File: config.mk
export PLATFORM = sky130hd
export DESIGN_NAME = character_bitmap_pixel_generator_core
export DESIGN_NICKNAME = d
export VERILOG_FILES = /design/src/design/cbpg_pkg.sv /design/src/design/character_bitmap_pixel_generator_core.sv /design/src/design/cbpg_cfg_regs.sv /design/src/design/cbpg_decode.sv
export SDC_FILE = /design/constraint.sdc
export NUM_CORES = 1
export LEC_CHECK = 0
export BUFFER_PORTS_ARGS = -buffer_cell sky130_fd_sc_hd__buf_2
export CAP_MARGIN = 20
export CORE_MARGIN = 4
export CORE_UTILIZATION = 54
export CTS_BUF_LIST = sky130_fd_sc_hd__clkbuf_4 sky130_fd_sc_hd__clkbuf_8 sky130_fd_sc_hd__clkbuf_16
export DETAILED_ROUTE_END_ITERATION = 10
export MAX_ROUTING_LAYER = met4
export PLACE_DENSITY = 0.86
export SYNTH_ARGS = -nofsm -noshare
export SYNTH_HDL_FRONTEND = slang
export SYNTH_SLANG_ARGS = --single-unit
File: constraint.sdc
create_clock -name clk -period 3.5 [get_ports clk]
set_clock_uncertainty 0.05 [all_clocks]
set_input_delay 0.35 -clock clk [delete_from_list [all_inputs] [get_ports clk]]
set_output_delay 0.35 -clock clk [all_outputs]
set_load 0.005 [all_outputs]
File: src/design/cbpg_pkg.sv
// Shared types and constants for the character/bitmap pixel generator.
package cbpg_pkg;

  localparam int PIX_W       = 8;
  localparam int VWORD_W     = 12;
  localparam int COLOR_W     = 4;
  localparam int COLORS_W    = PIX_W * COLOR_W;
  localparam int IN_TDATA_W  = 24;
  localparam int OUT_TDATA_W = 40;
  localparam int CFG_IDX_W   = 3;
  localparam int CFG_DATA_W  = 4;

  // Register indexes on the configuration port
  localparam logic [CFG_IDX_W-1:0] REG_ECM_ENABLE      = 3'd0;
  localparam logic [CFG_IDX_W-1:0] REG_BITMAP_MODE     = 3'd1;
  localparam logic [CFG_IDX_W-1:0] REG_MULTICOLOR_MODE = 3'd2;
  localparam logic [CFG_IDX_W-1:0] REG_BG_COLOR_ZERO   = 3'd3;
  localparam logic [CFG_IDX_W-1:0] REG_BG_COLOR_ONE    = 3'd4;
  localparam logic [CFG_IDX_W-1:0] REG_BG_COLOR_TWO    = 3'd5;

  // Multicolor pair codes
  localparam logic [1:0] PAIR_BG0  = 2'b00;
  localparam logic [1:0] PAIR_LOW  = 2'b01;
  localparam logic [1:0] PAIR_HIGH = 2'b10;
  localparam logic [1:0] PAIR_FG   = 2'b11;

  typedef struct packed {
    logic               ecm_enable;
    logic               bitmap_mode;
    logic               multicolor_mode;
    logic [COLOR_W-1:0] bg_color_zero;
    logic [COLOR_W-1:0] bg_color_one;
    logic [COLOR_W-1:0] bg_color_two;
  } cbpg_cfg_t;

endpackage

File: src/design/character_bitmap_pixel_generator_core.sv
// Top level: input register, pixel decode and output register.
//
//  port group | dir | beat contents
//  in_*       | in  | tdata: gfx_byte[7:0], video_word[19:8]; tuser: display_active
//  out_*      | out | tdata: pixel_colors[31:0], foreground_mask[39:32]
//  cfg_*      | in  | write enable, register index, 4-bit data
//
// One beat per clock while out_tready holds high; an input beat reaches output
// valid through the input register, then the result register after the decode.
// Reset is synchronous, active low, and empties both stages.
// A stall on out_tready holds the result register and backs up through the
// input register; in_tready drops only when both stages are full.
module character_bitmap_pixel_generator_core
  import cbpg_pkg::*;
(
  input  logic                   clk,
  input  logic                   rst_n,
  input  logic                   in_tvalid,
  output logic                   in_tready,
  input  logic [IN_TDATA_W-1:0]  in_tdata,   // gfx_byte, video_word, pad
  input  logic                   in_tuser,   // display_active
  output logic                   out_tvalid,
  input  logic                   out_tready,
  output logic [OUT_TDATA_W-1:0] out_tdata,  // pixel_colors, foreground_mask
  input  logic                   cfg_we,
  input  logic [CFG_IDX_W-1:0]   cfg_index,
  input  logic [CFG_DATA_W-1:0]  cfg_wdata
);

  cbpg_cfg_t cfg;

  logic                 s1_valid_r;
  logic [PIX_W-1:0]     s1_pix_r;
  logic [VWORD_W-1:0]   s1_vw_r;
  logic                 s1_act_r;
  logic                 out_valid_r;
  logic [COLORS_W-1:0]  out_colors_r;
  logic [PIX_W-1:0]     out_mask_r;

  logic                 s2_ready;
  logic                 s1_ready;
  logic [COLORS_W-1:0]  dec_colors;
  logic [PIX_W-1:0]     dec_mask;

  cbpg_cfg_regs u_cfg_regs (
    .clk       (clk),
    .rst_n     (rst_n),
    .cfg_we    (cfg_we),
    .cfg_index (cfg_index),
    .cfg_wdata (cfg_wdata),
    .cfg       (cfg)
  );

  cbpg_decode u_decode (
    .cfg             (cfg),
    .gfx_byte        (s1_pix_r),
    .video_word      (s1_vw_r),
    .display_active  (s1_act_r),
    .pixel_colors    (dec_colors),
    .foreground_mask (dec_mask)
  );

  // Each stage advances when the one after it is empty or draining
  assign s2_ready  = !out_valid_r || out_tready;
  assign s1_ready  = !s1_valid_r || s2_ready;
  assign in_tready = s1_ready;

  // Stage valids
  always_ff @(posedge clk) begin
    if (!rst_n) begin
      s1_valid_r  <= 1'b0;
      out_valid_r <= 1'b0;
    end else begin
      if (s1_ready) begin
        s1_valid_r <= in_tvalid;
      end
      if (s2_ready) begin
        out_valid_r <= s1_valid_r;
      end
    end
  end

  // Payload: capture input beat, then decoded result
  always_ff @(posedge clk) begin
    if (s1_ready && in_tvalid) begin
      s1_pix_r <= in_tdata[PIX_W-1:0];
      s1_vw_r  <= in_tdata[PIX_W+VWORD_W-1:PIX_W];
      s1_act_r <= in_tuser;
    end
    if (s2_ready && s1_valid_r) begin
      out_colors_r <= dec_colors;
      out_mask_r   <= dec_mask;
    end
  end

  assign out_tvalid = out_valid_r;
  assign out_tdata  = {out_mask_r, out_colors_r};

endmodule

File: src/design/cbpg_cfg_regs.sv
// Mode and background colour register file behind the write port.
module cbpg_cfg_regs
  import cbpg_pkg::*;
(
  input  logic                  clk,
  input  logic                  rst_n,
  input  logic                  cfg_we,
  input  logic [CFG_IDX_W-1:0]  cfg_index,
  input  logic [CFG_DATA_W-1:0] cfg_wdata,
  output cbpg_cfg_t             cfg
);

  cbpg_cfg_t cfg_r;
  cbpg_cfg_t cfg_nxt;

  // Decode the index; unknown indexes leave everything as it is
  always_comb begin
    cfg_nxt = cfg_r;
    if (cfg_we) begin
      unique case (cfg_index)
        REG_ECM_ENABLE:      cfg_nxt.ecm_enable      = cfg_wdata[0];
        REG_BITMAP_MODE:     cfg_nxt.bitmap_mode     = cfg_wdata[0];
        REG_MULTICOLOR_MODE: cfg_nxt.multicolor_mode = cfg_wdata[0];
        REG_BG_COLOR_ZERO:   cfg_nxt.bg_color_zero   = cfg_wdata[COLOR_W-1:0];
        REG_BG_COLOR_ONE:    cfg_nxt.bg_color_one    = cfg_wdata[COLOR_W-1:0];
        REG_BG_COLOR_TWO:    cfg_nxt.bg_color_two    = cfg_wdata[COLOR_W-1:0];
        default:             cfg_nxt = cfg_r;
      endcase
    end
  end

  always_ff @(posedge clk) begin
    if (!rst_n) begin
      cfg_r <= '0;
    end else begin
      cfg_r <= cfg_nxt;
    end
  end

  assign cfg = cfg_r;

endmodule

File: src/design/cbpg_decode.sv
// Combinational pixel decode for the four text/bitmap display modes and extended colour mode.
module cbpg_decode
  import cbpg_pkg::*;
(
  input  cbpg_cfg_t            cfg,
  input  logic [PIX_W-1:0]     gfx_byte,
  input  logic [VWORD_W-1:0]   video_word,
  input  logic                 display_active,
  output logic [COLORS_W-1:0]  pixel_colors,
  output logic [PIX_W-1:0]     foreground_mask
);

  logic [VWORD_W-1:0] vw;
  logic               bmp;
  logic               mc_sel;
  logic [COLOR_W-1:0] fg;
  logic [COLOR_W-1:0] bg;
  logic [COLOR_W-1:0] tab [4];
  logic [1:0]         bits;
  logic [COLOR_W-1:0] c;

  always_comb begin
    // Idle display: video word reads as zero and decodes as text
    vw  = display_active ? video_word : '0;
    bmp = display_active & cfg.bitmap_mode;
    mc_sel = cfg.multicolor_mode & (bmp | vw[VWORD_W-1]);

    fg = bmp ? vw[7:4] : vw[11:8];
    bg = bmp ? vw[3:0] : cfg.bg_color_zero;

    tab[PAIR_BG0]  = cfg.bg_color_zero;
    tab[PAIR_LOW]  = bmp ? vw[7:4] : cfg.bg_color_one;
    tab[PAIR_HIGH] = bmp ? vw[3:0] : cfg.bg_color_two;
    tab[PAIR_FG]   = vw[11:8];

    pixel_colors    = '0;
    foreground_mask = '0;
    bits = '0;
    c    = '0;

    if (cfg.ecm_enable) begin
      // Extended colour mode: all black, all background
      pixel_colors    = '0;
      foreground_mask = '0;
    end else if (mc_sel) begin
      // Double-width pixels, pairs 10 and 11 are foreground
      for (int g = 0; g < 4; g++) begin
        bits = gfx_byte[PIX_W-1-2*g -: 2];
        c    = tab[bits];
        pixel_colors[COLORS_W-1-8*g -: 8] = {c, c};
        foreground_mask[PIX_W-1-2*g -: 2] = {2{bits[1]}};
      end
    end else begin
      for (int p = 0; p < PIX_W; p++) begin
        pixel_colors[COLORS_W-1-COLOR_W*p -: COLOR_W] =
          gfx_byte[PIX_W-1-p] ? fg : bg;
        foreground_mask[PIX_W-1-p] = gfx_byte[PIX_W-1-p];
      end
    end
  end

endmodule

==> flow_summary.ini <==
[outcome]
status = finished clean

[yosys]
synth-edff-count = 61
synth-seq-cells = 78
syn_inst = 376
synthesis.nets = 413
yosysUniqueCellTypes = 47
synth_flop_cell = edfxtp_1
yosysWarnings = 0
async_reset_ff_share_pct = 0
synth-seq-area-share_pct = 51.3
synth_area_mm2 = 0.00423
synth.avg_cell_area_um2 = 11.3

[floorplan]
die_w_um = 96.5
initial_utilization_pct = 55.1
die_height_um = 96.5
io-pin-count = 79
placeableCoreArea_mm2 = 0.00769
die_area_mm2 = 0.00932
row_count = 32

[clocking]
cts_buffers = 9
clockRootBuffer = clkbuf_8
cts_tree = done
post_cts_buffers = 0
cts_buffer_depth = 2
cts.clk_slew.worst_paths_ns = 0.08
cts-resized-gates = 0
postCtsHoldBufs = 0
clock-sinks = 78
clk_latency_ns = 0.35
htreeDepth = 3

[worst_setup_path]
cp.arrival_ns = 2.42
r2r-start = u_cfg_regs.cfg[13]
cp-end-kind = register
crit_type = reg -> reg
critPathLaunchType = register
worstReg2RegEnd = out_colors_r[5]
crit_required_ns = 3.53
path_max_fanout = 28
rrSetupSlack_ns = 1.11
worstRegToRegCells = 4

[timing]
grt_setup_unrepaired = no
holdWs_ns = 0.116
worst_pin_slew_ns = 1.09
setup-tns-final_ns = 0
period_share_pct = 68.4
relSlewSlack_pct = 26.6
finalCriticalPeriod_ns = 2.39
final_hold_viol_count = 0
fmax_mhz = 418
drv_slew = 0
setup_viol = 0

[finish]
drive_above_1_share_pct = 25.4
design_area_mm2 = 0.00480
antenna_cells = 0
syn_to_final_growth_pct = 13.4
fin_nets = 473
fin_cells = 543

[worst_hold_path]
hold_start = in_tdata[2]
whs_endpoint = s1_pix_r[2]
holdPathStages = 1
worst_hold_path_type = in -> reg

[run]
maxCapViolCount = 0

[global_routing]
grt_max_degree = 41
antenna_found_initial = 0
grt_overflow = 0
grt_pass1_vias = 3031
grt_usage_pct = 22.9
grt_first_pass_wirelength_um = 15600

[routing]
routed_wl_um = 9970
drt.antenna.violating_nets = 0
drc_errors = 0
avgRoutedWirePerCell_um = 18.4
first_pass_iters = 5
drtIter0Drc = 287
vias_per_cell = 5.95
vias = 3230

[place]
io_buffer_count = 74
dpl_cell_area_mm2 = 0.00460
gp_congestion = 0.973
dp_hpwl_um = 7290
place_inst = 527

[power]
p_leak_uw = 0.00197
ir_drop_mv = 0.236
p_per_area_mw_per_mm2 = 404
==> placed cells by master, fill, tap and decap left out, types with 3 or more instances in the layout <==
master / n
o21ai_1: 3
and3_1: 3
o21bai_1: 6
buf_2: 74
nand2_1: 19
a21boi_1: 6
a21oi_1: 28
dfxtp_1: 17
mux2i_1: 42
o221ai_1: 5
o2bb2ai_1: 4
buf_4: 4
o311ai_0: 4
o21a_1: 3
nand2b_1: 11
a21o_1: 7
clkbuf_8: 10
and3_4: 3
a221oi_1: 3
nor2_1: 8
a21bo_2: 6
o211a_1: 5
a31oi_1: 6
o21ai_0: 18
a21boi_0: 6
edfxtp_1: 61
nand3_1: 14
and2_1: 6
o31ai_1: 3
nor2b_1: 26
==> registers in the layout (all words and copies together), names as in the netlist <==
signal and count:
s1_pix_r 8, u_cfg_regs.cfg 15, out_colors_r 32, out_tvalid 1, out_mask_r 8, s1_valid_r 1
s1_act_r 1, s1_vw_r 12
==> cell type report <==
class	count	area, µm²
Fill cell	676	2890
Multi-Input combinational cell	268	1900
Sequential cell	78	2170
Clock buffer	11	163
Inverter	1	3.75
Timing Repair Buffer	78	400
Clock inverter	5	37.5
Tap cell	102	128
==> report_power, final <==
group          switching, µW  internal (µW)  total [µW]  leakage [µW]
registers               46.5           1050        1100      0.000719
logic                    101           88.8         190       0.00115
clock network            326            324         650      0.000105
==> per-stage QoR <==
stage	utilization [%]	total power [µW]	worst slack, ns
after detailed placement	59.9	1310	1.15
after global placement	59.9	1300	1.16
after global routing	62.5	2020	0.904
final	62.5	1940	1.11
after CTS	62.5	1950	1.13
after floorplan	-	1230	0.740
==> critical path, stage by stage, from the launching register on <==
cell and delay, ns:
dfxtp_1 0.92, and2_1 0.38, o221ai_1 0.20, a2111oi_2 0.49, a21oi_1 0.08
==> cell families after synthesis <==
group           share of synthesized area, %
compound gates                          20.4
buf+inv                                 4.02
flops                                   51.3
mux                                     10.2
simple gates                            14.1
==> per-layer routing <==
| metal | vias up | wire [µm] | global-route usage, % |
|---|---|---|---|
| li1 | 1556 | - | - |
| met1 | 1511 | 4380 | 30.0 |
| met2 | 140 | 4580 | 34.5 |
| met3 | 23 | 806 | 5.96 |
| met4 | 0 | 201 | 7.94 |
| met5 | - | 0 | - |
==> synth_stat cells (2+ instances only) <==
| cell | count | area, µm² |
|---|---|---|
| a2111oi_2 | 2 | 30.0 |
| a21bo_2 | 6 | 60.1 |
| a21boi_0 | 6 | 45.0 |
| a21boi_1 | 6 | 45.0 |
| a21o_1 | 7 | 52.6 |
| a21oi_1 | 28 | 140 |
| a221oi_1 | 3 | 26.3 |
| a31o_2 | 2 | 17.5 |
| a31oi_1 | 6 | 37.5 |
| a32oi_1 | 2 | 17.5 |
| and2_1 | 6 | 37.5 |
| and3_1 | 3 | 18.8 |
| and3_4 | 3 | 33.8 |
| and4_1 | 2 | 17.5 |
| buf_1 | 2 | 7.51 |
| buf_2 | 16 | 80.1 |
| buf_6 | 5 | 56.3 |
| clkbuf_1 | 6 | 22.5 |
| dfxtp_1 | 17 | 340 |
| edfxtp_1 | 61 | 1830 |
| mux2i_1 | 42 | 420 |
| nand2_1 | 19 | 71.3 |
| nand2b_1 | 11 | 68.8 |
| nand3_1 | 14 | 70.1 |
| nand4b_1 | 2 | 17.5 |
| nor2_1 | 8 | 30.0 |
| nor2b_1 | 27 | 169 |
| nor3_1 | 2 | 10.0 |
| nor4bb_1 | 2 | 20.0 |
| o211a_1 | 5 | 50.1 |
| o21a_1 | 3 | 22.5 |
| o21ai_0 | 18 | 90.1 |
| o21ai_1 | 3 | 15.0 |
| o21bai_1 | 6 | 45.0 |
| o221ai_1 | 5 | 43.8 |
| o2bb2ai_1 | 4 | 35.0 |
| o311ai_0 | 4 | 35.0 |
| o31ai_1 | 3 | 22.5 |
==> worst max-delay path by stage <==
stage / from / endpoint
global route: u_cfg_regs.cfg[13] / out_colors_r[4]
CTS: u_cfg_regs.cfg[13] / out_colors_r[4]
detailed placement: u_cfg_regs.cfg[13] / out_colors_r[0]
global placement: u_cfg_regs.cfg[13] / out_colors_r[29]
finish: u_cfg_regs.cfg[13] / out_colors_r[5]
floorplan: out_tvalid / out_colors_r[0]
No activity file was read; power rests on OpenSTA's default activity.
